`config.mk`:
```
export PLATFORM = sky130hd
export DESIGN_NAME = maabb_slab_div
export DESIGN_NICKNAME = d
export VERILOG_FILES = /design/src/hw/rtl/maabb_pkg.sv /design/src/hw/rtl/maabb_slab_div.sv
export SDC_FILE = /design/constraint.sdc
export NUM_CORES = 2
export LEC_CHECK = 0
export ABC_CLOCK_PERIOD_IN_PS = 5490
export BUFFER_PORTS_ARGS = -buffer_cell sky130_fd_sc_hd__buf_4
export CORE_MARGIN = 3
export CORE_UTILIZATION = 50
export DETAILED_ROUTE_END_ITERATION = 10
export GPL_TIMING_DRIVEN = 0
export PLACE_DENSITY = 0.74
export SLEW_MARGIN = 10
export SYNTH_ARGS = -nofsm -noshare
export SYNTH_HDL_FRONTEND = slang
export SYNTH_SLANG_ARGS = --single-unit
```
`constraint.sdc`:
```
create_clock -name clk_i -period 5.49 [get_ports clk_i]
set_clock_uncertainty 0.05 [all_clocks]
set_input_delay 1.098 -clock clk_i [delete_from_list [all_inputs] [get_ports clk_i]]
set_output_delay 1.098 -clock clk_i [all_outputs]
set_load 0.005 [all_outputs]
```
`src/hw/rtl/maabb_pkg.sv`:
```
// ----------------------------------------------------------------------------
// maabb_pkg
// Shared widths and register codes for the swept box intersection block.
// ----------------------------------------------------------------------------
`default_nettype none

package maabb_pkg;

  localparam int unsigned DATA_W    = 32;  // Q16.16 coordinate width
  localparam int unsigned TIME_W    = 17;  // Q1.16 result time, 65536 = 1.0
  localparam int unsigned CFG_IDX_W = 3;
  localparam int unsigned NUM_AXES  = 3;

  typedef enum logic [CFG_IDX_W-1:0] {
    REG_STAT_MIN_X = 3'd0,
    REG_STAT_MIN_Y = 3'd1,
    REG_STAT_MIN_Z = 3'd2,
    REG_STAT_MAX_X = 3'd3,
    REG_STAT_MAX_Y = 3'd4,
    REG_STAT_MAX_Z = 3'd5
  } cfg_reg_e;

endpackage

`default_nettype wire

```
`src/hw/rtl/maabb_slab_div.sv`:
```
// ----------------------------------------------------------------------------
// maabb_slab_div
// Pipelined slab time divider: (lhs - rhs) * 2^F / move, one quotient bit
// per stage, result clamped to [-1, 2^F + 1].
// ----------------------------------------------------------------------------
`default_nettype none

module maabb_slab_div
  import maabb_pkg::*;
#(
  parameter int unsigned FRAC_BITS = 16
) (
  input  logic                        clk_i,
  input  logic                        en_i,
  input  logic signed [DATA_W-1:0]    lhs_i,
  input  logic signed [DATA_W-1:0]    rhs_i,
  input  logic signed [DATA_W-1:0]    move_i,
  output logic signed [FRAC_BITS+2:0] time_o
);

  localparam int unsigned NS = FRAC_BITS + 2;  // abs stage, first bit, F bits
  localparam int unsigned QW = FRAC_BITS + 1;
  localparam int unsigned TW = FRAC_BITS + 3;

  logic [DATA_W-1:0] rem_q [NS];
  logic [DATA_W-1:0] dv_q  [NS];
  logic [QW-1:0]     quo_q [NS];
  logic              ovf_q [NS];
  logic              neg_q [NS];

  // stage 0: exact 33-bit difference, magnitudes, quotient sign
  logic signed [DATA_W:0] diff;
  logic [DATA_W-1:0]      dabs;
  logic [DATA_W-1:0]      mabs;

  assign diff = {lhs_i[DATA_W-1], lhs_i} - {rhs_i[DATA_W-1], rhs_i};
  assign dabs = diff[DATA_W] ? DATA_W'(-diff) : diff[DATA_W-1:0];
  assign mabs = move_i[DATA_W-1] ? DATA_W'(-move_i) : DATA_W'(move_i);

  always_ff @(posedge clk_i) begin
    if (en_i) begin
      rem_q[0] <= dabs;
      dv_q[0]  <= mabs;
      quo_q[0] <= '0;
      ovf_q[0] <= 1'b0;
      neg_q[0] <= diff[DATA_W] ^ move_i[DATA_W-1];
    end
  end

  // stage 1: quotient >= 2^(F+1) iff |diff| >= 2|move|; else top bit
  logic              s1_ovf;
  logic              s1_bit;
  assign s1_ovf = {1'b0, rem_q[0]} >= {dv_q[0], 1'b0};
  assign s1_bit = rem_q[0] >= dv_q[0];

  always_ff @(posedge clk_i) begin
    if (en_i) begin
      rem_q[1] <= s1_bit ? rem_q[0] - dv_q[0] : rem_q[0];
      dv_q[1]  <= dv_q[0];
      quo_q[1] <= {quo_q[0][QW-2:0], s1_bit};
      ovf_q[1] <= s1_ovf;
      neg_q[1] <= neg_q[0];
    end
  end

  // remaining stages: restoring step; once stage 1 sees no overflow, the remainder stays below the divisor
  for (genvar s = 2; s < NS; s++) begin : g_step
    logic [DATA_W:0] r2;
    logic            qb;
    assign r2 = {rem_q[s-1], 1'b0};
    assign qb = r2 >= {1'b0, dv_q[s-1]};

    always_ff @(posedge clk_i) begin
      if (en_i) begin
        rem_q[s] <= qb ? DATA_W'(r2 - {1'b0, dv_q[s-1]}) : r2[DATA_W-1:0];
        dv_q[s]  <= dv_q[s-1];
        quo_q[s] <= {quo_q[s-1][QW-2:0], qb};
        ovf_q[s] <= ovf_q[s-1];
        neg_q[s] <= neg_q[s-1];
      end
    end
  end

  // clamp: anything past 1.0 acts alike, any negative time acts as -1
  logic [TW-1:0] cap;
  logic [TW-1:0] mag;
  logic [TW-1:0] time_d;
  logic [TW-1:0] time_q;

  assign cap    = (TW'(1) << FRAC_BITS) + TW'(1);
  assign mag    = (ovf_q[NS-1] || TW'(quo_q[NS-1]) > cap) ? cap : TW'(quo_q[NS-1]);
  assign time_d = (neg_q[NS-1] && mag != '0) ? '1 : mag;

  always_ff @(posedge clk_i) begin
    if (en_i) begin
      time_q <= time_d;
    end
  end

  assign time_o = $signed(time_q);

endmodule

`default_nettype wire

```
-- Word-level counts from Yosys, hierarchy flattened
Memories as Yosys holds them, arrays and structs flattened.
Index checks and enable logic that the tools add are counted.
- register bits after elaboration: 19
- RAM bits: 1494
- input bits: 98
- output and inout bits: 19
- word-level logic and storage cells: 71
- memories: 5
- memories (memory ; depth ; bits a word ; read ports ; clocked after memory_dff ; wr ports ; line ; RTL):
    dv_q ; 18 ; 32 ; 17 ; 0 ; 18 ; maabb_slab_div.sv:26 ; logic [DATA_W-1:0] dv_q [NS];
    rem_q ; 18 ; 32 ; 17 ; 0 ; 18 ; maabb_slab_div.sv:25 ; logic [DATA_W-1:0] rem_q [NS];
    quo_q ; 18 ; 17 ; 18 ; 0 ; 18 ; maabb_slab_div.sv:27 ; logic [QW-1:0] quo_q [NS];
    neg_q ; 18 ; 1 ; 18 ; 0 ; 18 ; maabb_slab_div.sv:29 ; logic neg_q [NS];
    ovf_q ; 18 ; 1 ; 17 ; 0 ; 18 ; maabb_slab_div.sv:28 ; logic ovf_q [NS];
- add/sub/neg operators: 20
- magnitude comparators: 19
- multiplexer cells: 22
- bitwise operators: 1
- reduce and logical (&&, ||, !) cells: 3
- operator list (kind ; number):
    $mux 32 ; 19
    $sub 32x32->32 ; 17
    $ge 33x32->1 ; 16
    $neg 32->32 ; 2
    $ge 32x33->1 ; 1
    $sub 32x32->33 ; 1
    $ge 32x32->1 ; 1
    $reduce_bool 19->1 ; 1
    $gt 17x17->1 const B ; 1
    $mux 17 ; 1
    $mux 1 ; 2
    $logic_and 1x1->1 ; 1
    $logic_or 1x1->1 ; 1
    $xor 1x1->1 ; 1

-- Logic depth before layout (Yosys ltp)
An unclocked memory read counts as a cell.
- word-level depth: 6
- mapped depth: 16
- depth with buffers taken out: 15

-- Worst setup path before layout
Ideal clock, no wire load.
- kind: input to register
- start point: in rhs_i[6]
- end point: mem rem_q[0][31], data pin
- setup time: 260 ps
- arrival: 3912 ps
- path slack: 1269 ps
- stages: 14
- cells stage by stage: inv_1 ha_1 buf_6 a21o_1 or3_1 o211ai_1 a21oi_1 a21oi_1 mux2_2 and3_1 nor4b_2 and3b_1 a31oi_1 xnor2_1
- RTL lines (item ; line ; RTL):
    start: declaration ; maabb_slab_div.sv:16 ; input logic signed [DATA_W-1:0] rhs_i,
    end: declaration ; maabb_slab_div.sv:25 ;

==> flow_summary_export.csv <==
group,metric,value,unit
run_status,status,"complete, no violations",
global_route,antenna_found_initial,1,
timing,fmax,0.195,GHz
global_route,track_usage,23.6,%
worst_setup_path,start_kind,"flop",
synthesis,synth-edff-count,1294,
worst_setup_path,crit_top_cell,"o21ai_0",
worst_setup_path,cp.required,5.80,ns
synthesis,netlist_top_cells_count,"edfxtp_1, inv_1, ha_1",
worst_setup_path,max_stage_delay,0.62,ns
flow_run,drv_cap,0,
synthesis,ys_seq_area_share,51.2,%
floorplanning,die-area,156000,um2
worst_setup_path,reg2reg_slack,0.35,ns
worst_setup_path,worstPathBufferInverterCount,1,
place,place_ws,0.280,ns
cts,htreeDepth,4,
cts,cts_resized,0,
place,numPortBuffers,116,
cts,cts.reportedPaths.clkPinSlew,0.06,ns
cells_and_area,fin_area,83900,um2
routing,route.detailed.drc,0,
synthesis,yosys-top-cells-area,"edfxtp_1, ha_1, inv_1",
cts,cts_root_buf,"clkbuf_16",
global_route,grt_max_degree,186,
place,placed_area,79500,um2
cells_and_area,layout-drive-gt1-share,8.18,%
synthesis,avgSynthCellArea,10.9,um2
place,routabilityCongestion,1.00,
synthesis,synth_most_common_cell,"edfxtp_1",
pwr,p_leak,34.8,nW
synthesis,syn_inst,6935,
floorplanning,die_h,396,um
floorplanning,start_util,50.5,%
routing,via_per_inst,5.68,
cts,clk_latency,0.79,ns
cts,cts_sinks,1294,
routing,first_pass_iters,6,
timing,worst_pin_slew,1.22,ns
worst_setup_path,crit_start,"rem_q[8][0]",
place,dp_hpwl,147000,um
hold_path,holdCritPathClass,"flop to flop",
pwr,pwr_density_cell,596,nW/um2
worst_setup_path,r2r-end,"rem_q[9][23]",
worst_setup_path,path_depth,12,
synthesis,synth_fp_nets,7658,
timing,slew_headroom,18.1,%
routing,num_vias,53000,
worst_setup_path,crit_fanout,10,
synthesis,synth-async-reset-ratio,0,%
cts,cts_buffers,142,
floorplanning,die_x,396,um
cells_and_area,nets,7927,
worst_setup_path,reg2reg_depth,12,
timing,finalWorstSetupSlack,0.352,ns
cts,cts_setup_buffers,0,
cts,cts_tree,"yes",
pwr,total_power,0.0500,W
pwr,vdd.ir_drop.worst,419,uV
synthesis,ys_types,100,
synthesis,yosysWarnings,0,
global_route,grt_first_pass_wirelength,288000,um
synthesis,ys_ff_latch,1294,
synthesis,syn_area,75900,um2
floorplanning,core,150000,um2
synthesis,synth_flop_cell,"edfxtp_1",
cts,clockBufferDepth,3,
routing,routedWlPerCell,20.1,um
global_route,grt_pass1_vias,54100,
worst_setup_path,critPathSlowestCell,"clkbuf_1",
timing,min_period_over_period,93.6,%
worst_setup_path,worstPathCellList,"ha_1 -> nor2b_1 -> o21a_1 -> o21ai_0 -> a31oi_1 -> o31a_1 -> a21boi_1 -> o211a_1 -> o21ai_0 -> a211oi_1 -> clkbuf_1 -> o21ai_0",
worst_setup_path,end_kind,"flop",
timing,finalHoldViolCount,0,
worst_setup_path,crit_arrival,5.44,ns
synthesis,synth_top_cell_by_area,"edfxtp_1",
worst_setup_path,crit_end,"rem_q[9][23]",
cells_and_area,fin_cells,9330,
floorplanning,core.rowCount,142,
routing,first_iter_violations,3439,
global_route,overflow,0,
cts,holdBufCountCts,0,
worst_setup_path,crit-reg2reg-launch,"rem_q[8][0]",
timing,rsz0062_at_grt,"no",
routing,postRouteWirelength,187000,um
worst_setup_path,critPathKind,"flop to flop",
floorplanning,ios,117,
timing,period_needed,5.14,ns
timing,setup_viol,0,
routing,antenna_left,0,
synthesis,yosys.area.top_type_share,51.2,%
timing,slew_viol_final,0,
cells_and_area,utilization,55.8,%
worst_setup_path,cpLargestDelayFamily,"compound AO/OA/AOI/OAI gates",
place,dp_cells,9076,
cells_and_area,area_delta_synth_final,10.6,%
==> logic make-up (layout without fill, tap and decap cells) <==
family,Yosys count,count (layout),synth area share (%)
compound gates,1839,1839,15.2
simple gates,1571,1571,9.93
flops,1294,1294,51.2
buf+inv,928,1304,4.76
fa+ha+maj,625,625,10.5
xor+xnor,494,494,5.70
mux,184,184,2.76
other cells,0,3,0
==> cell type report <==
cell class / count / area, um2
Fill cell: 12700 / 66400
Sequential cell: 1294 / 38900
Multi-Input combinational cell: 4713 / 33400
Clock buffer: 180 / 3740
Inverter: 771 / 2890
Tap cell: 2016 / 2520
Timing Repair Buffer: 125 / 1120
Buffer: 157 / 717
Clock inverter: 71 / 641
Antenna cell: 3 / 7.51
==> metrics by stage <==
stage           TNS, ns  hold slack, ns
3_5_place_dp          0           0.355
6_report              0           0.359
2_1_floorplan         0           0.350
4_1_cts               0           0.364
3_3_place_gp   -9804.13           0.350
5_1_grt               0           0.369
==> per-layer routing <==
| layer | up-vias | track usage (%) | share of wire, % |
|---|---|---|---|
| met5 | - | 0 | 0 |
| met4 | 0 | 20.0 | 9.7 |
| met3 | 662 | 3.45 | 3.3 |
| met2 | 1478 | 46.3 | 54 |
| met1 | 25000 | 20.8 | 33 |
| li1 | 25900 | - | - |
==> cells in the final DEF, fill, tap and decap left out, types with 23 or more instances in the layout <==
cell	instances
a21boi_0	28
o21bai_1	64
edfxtp_1	1294
a31oi_1	63
mux2_2	155
a21oi_1	549
clkbuf_1	142
buf_2	35
o21ai_0	475
inv_1	770
a211oi_1	44
nor3_1	98
nor2_1	352
nand2b_1	62
o31ai_1	49
a21o_1	268
ha_1	608
nand2_1	528
clkinv_1	27
o21a_1	65
and3_1	58
nand3_1	122
clkinv_2	23
xor2_1	197
nor2b_1	82
o211ai_1	26
clkbuf_16	144
nand4_1	75
or2_2	24
nor4_1	29
buf_4	122
or3_1	42
xnor2_1	297
==> worst min path at each step <==
stage	from	end	slack, ns	cells after the start
after detailed placement	neg_q[11]	neg_q[12]	0.35	0
final	quo_q[15][1]	quo_q[16][2]	0.36	0
after CTS	quo_q[15][1]	quo_q[16][2]	0.36	0
after floorplan	neg_q[9]	neg_q[10]	0.35	0
after global routing	quo_q[14][9]	quo_q[15][10]	0.37	0
after global placement	quo_q[6][2]	quo_q[7][3]	0.35	0
==> flip-flops by register name, summed over array words and instances, names as in the netlist <==
name	count
rem_q	544
dv_q	544
ovf_q	17
neg_q	18
time_o	18
quo_q	153
==> power by group <==
| part | internal (W) | switching, W | total [W] |
|---|---|---|---|
| logic | 0.00987 | 0.0145 | 0.0244 |
| clock network | 0.00520 | 0.00386 | 0.00906 |
| registers | 0.0150 | 0.00158 | 0.0165 |
Note: power is estimated with default switching activity, not from simulation.
